## src/hdl/dsc_pkg.sv

```systemverilog
// shared types and constants for the distinct subsequence counter
// no dependencies; imported by every module of the block
package dsc_pkg;

    localparam int MAX_PATTERN = 16;
    localparam int COUNT_WIDTH = 32;
    localparam int CHAR_W      = 8;
    localparam int IDX_W       = (MAX_PATTERN > 1) ? $clog2(MAX_PATTERN) : 1;
    localparam int LEN_W       = 5;
    localparam int MATCH_W     = 32;
    localparam int CMD_W       = 2;

    typedef enum logic [CMD_W-1:0] {
        CMD_LOAD    = 2'd0,
        CMD_TEXT    = 2'd1,
        CMD_RESTART = 2'd2,
        CMD_NOP     = 2'd3
    } cmd_t;

    // per-cell control for one accepted item
    typedef struct packed {
        logic text_step;   // text byte, cell in use
        logic restart;     // clear the count
        logic load;        // pattern byte targets this cell
    } cell_ctrl_t;

endpackage

```

## src/hdl/dsc_cell.sv

```systemverilog
// one pattern position: stored pattern byte and saturating prefix count
// depends on dsc_pkg
module dsc_cell (
    input  logic                        aclk,
    input  logic                        aresetn,
    input  dsc_pkg::cell_ctrl_t         ctrl,
    input  logic [dsc_pkg::CHAR_W-1:0]  char_value,
    input  logic [dsc_pkg::COUNT_WIDTH-1:0] prev_count,
    output logic [dsc_pkg::COUNT_WIDTH-1:0] count,
    output logic                        sat_hit
);
    import dsc_pkg::*;

    localparam logic [COUNT_WIDTH-1:0] COUNT_MAX = '1;

    logic [CHAR_W-1:0]      pchar_reg;
    logic [COUNT_WIDTH-1:0] count_reg;
    logic [COUNT_WIDTH-1:0] count_next;
    logic [COUNT_WIDTH:0]   sum;
    logic [COUNT_WIDTH-1:0] sat_sum;
    logic                   match;

    // saturating add of the neighbor's old count
    assign sum     = {1'b0, count_reg} + {1'b0, prev_count};
    assign sat_sum = sum[COUNT_WIDTH] ? COUNT_MAX : sum[COUNT_WIDTH-1:0];
    assign match   = ctrl.text_step && (pchar_reg == char_value);

    always_comb begin
        count_next = count_reg;
        if (ctrl.restart) begin
            count_next = '0;
        end else if (match) begin
            count_next = sat_sum;
        end
    end

    assign sat_hit = match && (sat_sum == COUNT_MAX);
    assign count   = count_reg;

    // pattern byte, no reset
    always_ff @(posedge aclk) begin
        if (ctrl.load) begin
            pchar_reg <= char_value;
        end
    end

    always_ff @(posedge aclk) begin
        if (!aresetn) begin
            count_reg <= '0;
        end else begin
            count_reg <= count_next;
        end
    end

endmodule

```

## src/hdl/dsc_chain.sv

```systemverilog
// row of pattern cells fed by the lower neighbor's count; cell 0 gets 1
// depends on dsc_pkg and dsc_cell
module dsc_chain (
    input  logic                             aclk,
    input  logic                             aresetn,
    input  dsc_pkg::cmd_t                    cmd,
    input  logic                             step_en,
    input  logic [dsc_pkg::CHAR_W-1:0]       char_value,
    input  logic [dsc_pkg::IDX_W-1:0]        pattern_index,
    input  logic [dsc_pkg::LEN_W-1:0]        pattern_length,
    output logic [dsc_pkg::COUNT_WIDTH-1:0]  report_count,
    output logic                             any_sat
);
    import dsc_pkg::*;

    localparam int SEL_W = LEN_W + 1;

    logic [COUNT_WIDTH-1:0] counts [MAX_PATTERN];
    logic [MAX_PATTERN-1:0] hits;
    logic                   do_load;
    logic                   do_text;
    logic                   do_restart;
    logic [IDX_W-1:0]       sel;

    // command decode
    always_comb begin
        do_load    = 1'b0;
        do_text    = 1'b0;
        do_restart = 1'b0;
        unique case (cmd)
            CMD_LOAD:    do_load    = step_en;
            CMD_TEXT:    do_text    = step_en;
            CMD_RESTART: do_restart = step_en;
            default:     ;
        endcase
    end

    for (genvar j = 0; j < MAX_PATTERN; j++) begin : g_cell
        cell_ctrl_t             ctrl;
        logic [COUNT_WIDTH-1:0] prev;

        assign ctrl.text_step = do_text && (SEL_W'(j) < SEL_W'(pattern_length));
        assign ctrl.restart   = do_restart;
        assign ctrl.load      = do_load && (pattern_index == IDX_W'(j));

        if (j == 0) begin : g_first
            assign prev = COUNT_WIDTH'(1);
        end else begin : g_rest
            assign prev = counts[j-1];
        end

        dsc_cell u_cell (
            .aclk       (aclk),
            .aresetn    (aresetn),
            .ctrl       (ctrl),
            .char_value (char_value),
            .prev_count (prev),
            .count      (counts[j]),
            .sat_hit    (hits[j])
        );
    end

    assign any_sat = |hits;

    // count of the whole pattern; length zero reports one, lengths past the row use the last cell
    always_comb begin
        if (SEL_W'(pattern_length) >= SEL_W'(MAX_PATTERN)) begin
            sel = IDX_W'(MAX_PATTERN - 1);
        end else begin
            sel = IDX_W'(pattern_length - LEN_W'(1));
        end
        if (pattern_length == '0) begin
            report_count = COUNT_WIDTH'(1);
        end else begin
            report_count = counts[sel];
        end
    end

endmodule

```

## src/hdl/distinct_subsequence_counter_core.sv

```systemverilog
// top level of the distinct subsequence counter: handshakes, config, result
// depends on dsc_pkg and dsc_chain
//
// Usage:
//   s_ channel carries one command item (load pattern byte, text byte,
//   restart, or no-op); every accepted item yields exactly one m_ item with
//   the count of distinct subsequences of the text so far equal to the whole
//   pattern, plus a sticky saturated flag.
//   cfg channel writes pattern_length (always ready); write only while idle.
//   Result path: the cell row updates at the accepting edge, and the report
//   is read from the cells into the output register once that register is
//   free to take it.
//   Throughput: one item per cycle while m_ready stays high; every cell does
//   its saturating add in parallel in the same cycle, so the chain never holds the flow.
//   Reset (aresetn low, synchronous) clears counts, flag, length and valids;
//   pattern bytes are undefined until loaded.
//   When m_ready stays low, one further item is still taken into the
//   pending stage, then s_ready drops until the output register drains.
module distinct_subsequence_counter_core (
    input  logic                             aclk,
    input  logic                             aresetn,
    input  logic                             s_valid,
    output logic                             s_ready,
    input  logic [dsc_pkg::CMD_W-1:0]        s_command,
    input  logic [dsc_pkg::CHAR_W-1:0]       s_char_value,
    input  logic [dsc_pkg::IDX_W-1:0]        s_pattern_index,
    output logic                             m_valid,
    input  logic                             m_ready,
    output logic [dsc_pkg::MATCH_W-1:0]      m_match_count,
    output logic                             m_saturated,
    input  logic                             cfg_valid,
    output logic                             cfg_ready,
    input  logic [dsc_pkg::LEN_W-1:0]        cfg_data
);
    import dsc_pkg::*;

    logic                   accept;
    logic                   out_free;
    logic                   pend_reg;
    logic                   pend_next;
    logic                   m_valid_reg;
    logic                   m_valid_next;
    logic [MATCH_W-1:0]     count_out_reg;
    logic                   sat_out_reg;
    logic                   flag_reg;
    logic                   flag_next;
    logic [LEN_W-1:0]       len_reg;
    logic [COUNT_WIDTH-1:0] report_count;
    logic                   any_sat;
    cmd_t                   cmd;

    assign cmd      = cmd_t'(s_command);
    assign out_free = !m_valid_reg || m_ready;
    assign s_ready  = !pend_reg || out_free;
    assign accept   = s_valid && s_ready;
    assign cfg_ready = 1'b1;

    dsc_chain u_chain (
        .aclk           (aclk),
        .aresetn        (aresetn),
        .cmd            (cmd),
        .step_en        (accept),
        .char_value     (s_char_value),
        .pattern_index  (s_pattern_index),
        .pattern_length (len_reg),
        .report_count   (report_count),
        .any_sat        (any_sat)
    );

    // sticky saturation flag, cleared by restart
    always_comb begin
        flag_next = flag_reg;
        if (accept && (cmd == CMD_RESTART)) begin
            flag_next = 1'b0;
        end else if (any_sat) begin
            flag_next = 1'b1;
        end
    end

    // pending stage and output register control
    always_comb begin
        pend_next    = pend_reg;
        m_valid_next = m_valid_reg;
        if (out_free) begin
            m_valid_next = pend_reg;
            pend_next    = accept;
        end else if (accept) begin
            pend_next = 1'b1;
        end
    end

    always_ff @(posedge aclk) begin
        if (!aresetn) begin
            pend_reg    <= 1'b0;
            m_valid_reg <= 1'b0;
            flag_reg    <= 1'b0;
            len_reg     <= '0;
        end else begin
            pend_reg    <= pend_next;
            m_valid_reg <= m_valid_next;
            flag_reg    <= flag_next;
            if (cfg_valid) begin
                len_reg <= cfg_data;
            end
        end
    end

    // result payload, loaded when the pending report moves out
    always_ff @(posedge aclk) begin
        if (out_free && pend_reg) begin
            count_out_reg <= MATCH_W'(report_count);
            sat_out_reg   <= flag_reg;
        end
    end

    assign m_valid       = m_valid_reg;
    assign m_match_count = count_out_reg;
    assign m_saturated   = sat_out_reg;

endmodule

```

## config.mk

```make
export PLATFORM = sky130hd
export DESIGN_NAME = distinct_subsequence_counter_core
export DESIGN_NICKNAME = d
export VERILOG_FILES = /design/src/hdl/dsc_pkg.sv /design/src/hdl/dsc_cell.sv /design/src/hdl/dsc_chain.sv /design/src/hdl/distinct_subsequence_counter_core.sv
export SDC_FILE = /design/constraint.sdc
export NUM_CORES = 2
export LEC_CHECK = 0
export BUFFER_PORTS_ARGS = -buffer_cell sky130_fd_sc_hd__buf_4
export CELL_PAD_IN_SITES_DETAIL_PLACEMENT = 1
export CELL_PAD_IN_SITES_GLOBAL_PLACEMENT = 2
export CORE_ASPECT_RATIO = 1.1
export CORE_MARGIN = 2
export CORE_UTILIZATION = 44
export CTS_CLUSTER_DIAMETER = 200
export CTS_CLUSTER_SIZE = 40
export DETAILED_ROUTE_END_ITERATION = 10
export GPL_TIMING_DRIVEN = 0
export PLACE_DENSITY_LB_ADDON = 0.1
export SLEW_MARGIN = 20
export SYNTH_ARGS = -nofsm -noshare
export SYNTH_HDL_FRONTEND = slang
export SYNTH_HIERARCHICAL = 1
export SYNTH_SLANG_ARGS = --single-unit
```

## constraint.sdc

```tcl
create_clock -name aclk -period 7.85 [get_ports aclk]
set_clock_uncertainty 0.15 [all_clocks]
set_input_delay 1.1775 -clock aclk [delete_from_list [all_inputs] [get_ports aclk]]
set_output_delay 1.1775 -clock aclk [all_outputs]
set_load 0.02 [all_outputs]
```

# --- Yosys cells after proc, flatten, opt, wreduce, memory -nomap -nowiden ---
# Cells that the tools add are included.
classes:
  addsub: 17
  mul: 0
  div_mod_pow: 0
  n_lt_le_gt_ge: 18
  eq_ne: 49
  shifts: 0
  muxes: 25
  bitwise_logic: 2
  reduce_logical: 78
op_table:
  columns: ["cell", "n"]
  rows:
  - ["32-bit two-way mux", 18]
  - ["32-bit equality test (second input constant)", 16]
  - ["32-bit by 32-bit adder with 33-bit output", 15]
  - ["32-bit binary-select mux with 4-bit select", 1]
  - ["8-bit equality test", 16]
  - ["1-bit logical AND", 67]
  - ["4-bit by 5-bit less-than comparator with 1-bit output (first input constant)", 8]
  - ["32-bit by 1-bit adder with 33-bit output (second input constant)", 1]
  - ["4-bit equality test (second input constant)", 8]
  - ["3-bit by 5-bit less-than comparator with 1-bit output (first input constant)", 4]
  - ["4-bit by 3-bit equality test with 1-bit output (second input constant)", 4]
  - ["16-bit OR reduction", 1]
  - ["5-bit greater-or-equal comparator (second input constant)", 2]
  - ["1-bit by 5-bit less-than comparator with 1-bit output (first input constant)", 2]
  - ["2-bit by 5-bit less-than comparator with 1-bit output (first input constant)", 2]
  - ["4-bit by 2-bit equality test with 1-bit output (second input constant)", 2]
  - ["5-bit zero test", 1]
  - ["1-bit two-way mux", 5]
  - ["4-bit inverter with 5-bit output", 1]
  - ["4-bit by 1-bit equality test with 1-bit output (second input constant)", 1]
  - ["4-bit zero test", 1]
  - ["4-bit two-way mux", 1]
  - ["2-bit OR reduction", 2]
  - ["4-bit by 1-bit subtractor with 4-bit output (second input constant)", 1]
  - ["other kinds (7)", 9]
word_totals:
  ff_bits: 681
  latchBits: 0
  mem_bits_rw: 0
  rom_bits: 0
  input_bits: 24
  wordCells: 227
  mem_count: 0

# --- Depth between registers and ports, before layout ---
depth:
  ltp_word: 9
  mapped_depth: 19

# --- Hierarchy ---
# The synthesis kept the hierarchy.
modules_own_cells:
  columns: ["module", "n_inst", "cells_per_inst", "area_each_um2", "seq_area_each_um2"]
  rows:
  - ["dsc_cell at u_chain.g_cell[1].u_cell ...", 7, 431, 3488.3, 880.8]
  - ["dsc_cell at u_chain.g_cell[10].u_cell ...", 6, 405, 3293.2, 880.8]
  - ["dsc_cell at u_chain.g_cell[7].u_cell ...", 2, 428, 3465.8, 880.8]
  - ["dsc_chain", 1, 443, 4280.4, 0.0]
  - ["dsc_cell at u_chain.g_cell[0].u_cell", 1, 395, 3231.8, 880.8]
  - ["distinct_subsequence_counter_core", 1, 64, 1333.8, 1151.1]

# --- Least setup slack after synthesis ---
# OpenSTA, ideal clock, no wires.
synth_path:
  path_kind: "input port to flip-flop"
  startpoint: "input port m_ready"
  endpoint: "register flag_reg"
  setup_time_ns: 0.077
  arrival_ns: 4.414
  path_slack_ns: 3.209
  stages: 17
  n_path_buf: 1
  cell_sequence: "and2b_1 > a21oi_1 > nand3b_1 > clkbuf_1 > a21oi_1 > nand2_1 > or3_1 > nor4_1 > nand4_1 > nor4_2 > nand4_1 > or4_1 > o41ai_2 > nor4_1 > nand4_1 > o21ai_0 > a41oi_2"
synth_lines:
  columns: ["element", "line_no", "text"]
  rows:
  - ["from (decl)", "distinct_subsequence_counter_core.sv:28", "input logic m_ready,"]
  - ["to (signal assigned)", "distinct_subsequence_counter_core.sv:101", "flag_reg <= flag_next;"]
  - ["to (decl)", "distinct_subsequence_counter_core.sv:45", "logic flag_reg;"]

==> impl_results.md <==
- Vias per cell: approximately 6.6
- Worst path arrival time: approximately 7500 ps
- Syn avg cell area: 8.32 µm²
- Power Density: approximately 94 mW/mm²
- Slew HR: between 20 and 25%
- Mapped Cells: 7,205
- GR Util All Layers: about two fifths
- Max cap viols: 0
- Most common cell in the netlist: nor2_1
- Detailed Route WL: between 200 and 300 mm
- Clock Tree Root: clkbuf_16
- Via count: 60,300
- Site Rows: 142
- Layout area overhead: 6.29%
- Worst min path class: flip-flop to flip-flop
- Core area: about 0.14 mm²
- Post-Syn Area: around 0.060 mm²
- Primary FF master, synth: dfxtp_1
- Initial Utilization: ~44%
- Synth top area share: between 10% and 20%
- Hpwl dp: about 230 mm
- Period utilization: 90.1%
- Final setup margin: around 780 ps
- Slew Viols, Final: 0
- Worst-margin pin slew: between 1000 and 1500 ps
- RSZ-0062 raised after global routing: no
- Critical path class: flip-flop to flip-flop
- Die Ht: between 300 and 400 µm
- Crit path required time: about 8300 ps
- FF+latch count, synth: around 680
- Tmin final: 7070 ps
- First-pass GRT wire length: 404 mm
- Clock Tree Buf Depth: 3
- Clk_lat worst skew: 690 ps
- Max reg flops: 512
- CTS Buf Count: 21
- Crit-path max FO: 10
- Status: completed
- Clock transition at path regs: between 150 and 200 ps
- Endpoints failing hold: 0
- Initial antenna violation count: 18
- Resized Gates After CTS: 0
- Hold depth: 2
- Most frequent cells after synthesis: nor2_1, o21ai_0, a21oi_1
- Quantity of hold-fixing buffers added after cts: 0
- Die area: between 0.1 and 0.15 mm²
- Ys async rst share: 0%
- Largest area contributor in the netlist: dfxtp_1
- Total Nets Final: roughly 8,000
- Die W: between 300 and 400 µm
- Leakage dissipation: between 20 and 25 nW
- VDD IR-drop max: approximately 0.00018 V
- Nature of the critical path startpoint: flip-flop
- Largest net degree at the start of global routing: 42
- ANT nets after route: 0
- Number of buffers added on ports: 57
- DR WL/cell: between 30 and 40 µm
- DRC viols: 0
- Initial DRC count: about 5,400
- Final setup violation count: 0
- Synth cell types: between 100 and 150
- Max Freq: between 100 and 150 MHz
- Dominant cells by area after synthesis: dfxtp_1, ha_1, edfxtp_1
- Setup TNS: 0 ps
- Final Wtd Congestion: roughly 1.1
- Post-synth EDFFs: between 150 and 200
- Fill count: approximately 16,000
- R2r worst-path depth: 17
- Vias in the first global route: around 60,000
- Synth warn: 6
- CTS tree: yes
- Post-placement setup slack: between 700 and 800 ps
- CP Capture Type: flip-flop
- Top Ports: 60
- Gr ovfl total: 0
- Register area share after synthesis: approximately a quarter
- Setup Fix Bufs, Post-CTS: 0
- Max H-tree Level: 1
- Share of layout cells above drive strength 1: 8.76%
- Sink Count: 681
- Pre-antenna DRT Iters: 5
==> per-stage QoR <==
step	cells	util [%]	cell area (µm²)	total power [mW]	hold slack (ps)
final	9154	46.9	63700	5.99	438
after global routing	9143	46.9	63700	6.15	445
after CTS	9142	46.9	63700	6.01	416
after detailed placement	9109	46.5	63100	4.28	396
after global placement	9093	46.2	62800	4.27	385
after floorplan	7236	-	60100	4.02	253
==> cell type report <==
| cell class | instances | area [µm²] | share of cell area [%] |
|---|---|---|---|
| clock buffers | 30 | 559 | 0.878 |
| plain buffers | 398 | 2120 | 3.33 |
| diodes | 12 | 30.0 | 0.0471 |
| repair buffers | 73 | 629 | 0.988 |
| flip-flops and latches | 681 | 15200 | 23.9 |
| multi-input cells | 6001 | 42300 | 66.3 |
| clock inverters | 3 | 47.5 | 0.0746 |
| inverters | 156 | 586 | 0.919 |
| well taps | 1800 | 2250 | 3.53 |
==> kinds of logic after synthesis <==
group | count (synthesis) | synth area share (%)
AO/OA/AOI/OAI | 2639 | 29.5
adder cells (fa/ha/maj) | 530 | 11.3
other | 3 | 0.0188
flip-flops | 681 | 25.4
multiplexers | 105 | 3.72
buffers and inverters | 554 | 4.51
XOR/XNOR | 565 | 8.34
AND/OR/NAND/NOR | 2128 | 17.2
==> worst max-delay path, stage by stage, from the launching register on <==
cell and delay, ps:
dfxtp_1 730, buf_2 580, buf_2 450, buf_2 440, nand3_1 130, a21oi_1 260, nand2_1 120, or3_1 600
nor4_1 440, nand4_1 170, nor4_2 320, nand4_1 120, or4_1 580, o41ai_2 790, nor4_1 310, nand4_1 340
o21ai_0 170, a41oi_2 220
==> report_power, final <==
part	internal [mW]	switching [mW]	leakage [nW]
registers	3.61	0.0201	5.64
logic	0.175	0.421	17.9
clock network	0.517	1.25	0.290
total	4.30	1.69	23.8
==> layout by cell type, fill, tap and decap left out, types with 51 or more instances in the layout <==
cell / count
and3_1: 77
nand2b_1: 64
o21bai_1: 71
nand4_1: 151
nor2b_1: 51
clkbuf_1: 214
nor2_1: 801
nand3_1: 143
o31ai_1: 66
edfxtp_1: 161
nand2_1: 434
nor4_1: 62
o21ai_0: 648
a31oi_1: 288
inv_1: 155
xor2_1: 190
buf_4: 114
o221ai_1: 87
mux4_2: 94
a21oi_1: 601
dfxtp_1: 520
ha_1: 514
nor3_1: 88
buf_2: 80
a211oi_1: 304
a21o_1: 110
xnor2_1: 368
o21a_1: 55
==> routing by layer <==
layer,routed length (µm),share of wire (%),GRT usage (%),vias to the layer above
li1,-,-,-,27500
met1,109000,39,45.0,30100
met2,130000,47,64.6,1947
met3,14800,5.3,5.06,713
met4,25100,9.0,30.0,16
met5,89,0.032,0,-
==> final timing paths <==
kind                                            from  slack [ps]                            endpoint
hold reg to reg   u_chain/g_cell[7].u_cell/count[20]         440  u_chain/g_cell[7].u_cell/count[20]
setup reg to reg                          len_reg[0]         780                            flag_reg
hold / removal    u_chain/g_cell[7].u_cell/count[20]         440  u_chain/g_cell[7].u_cell/count[20]
setup / recovery                          len_reg[0]         780                            flag_reg
No activity file was read; power rests on OpenSTA's default activity.
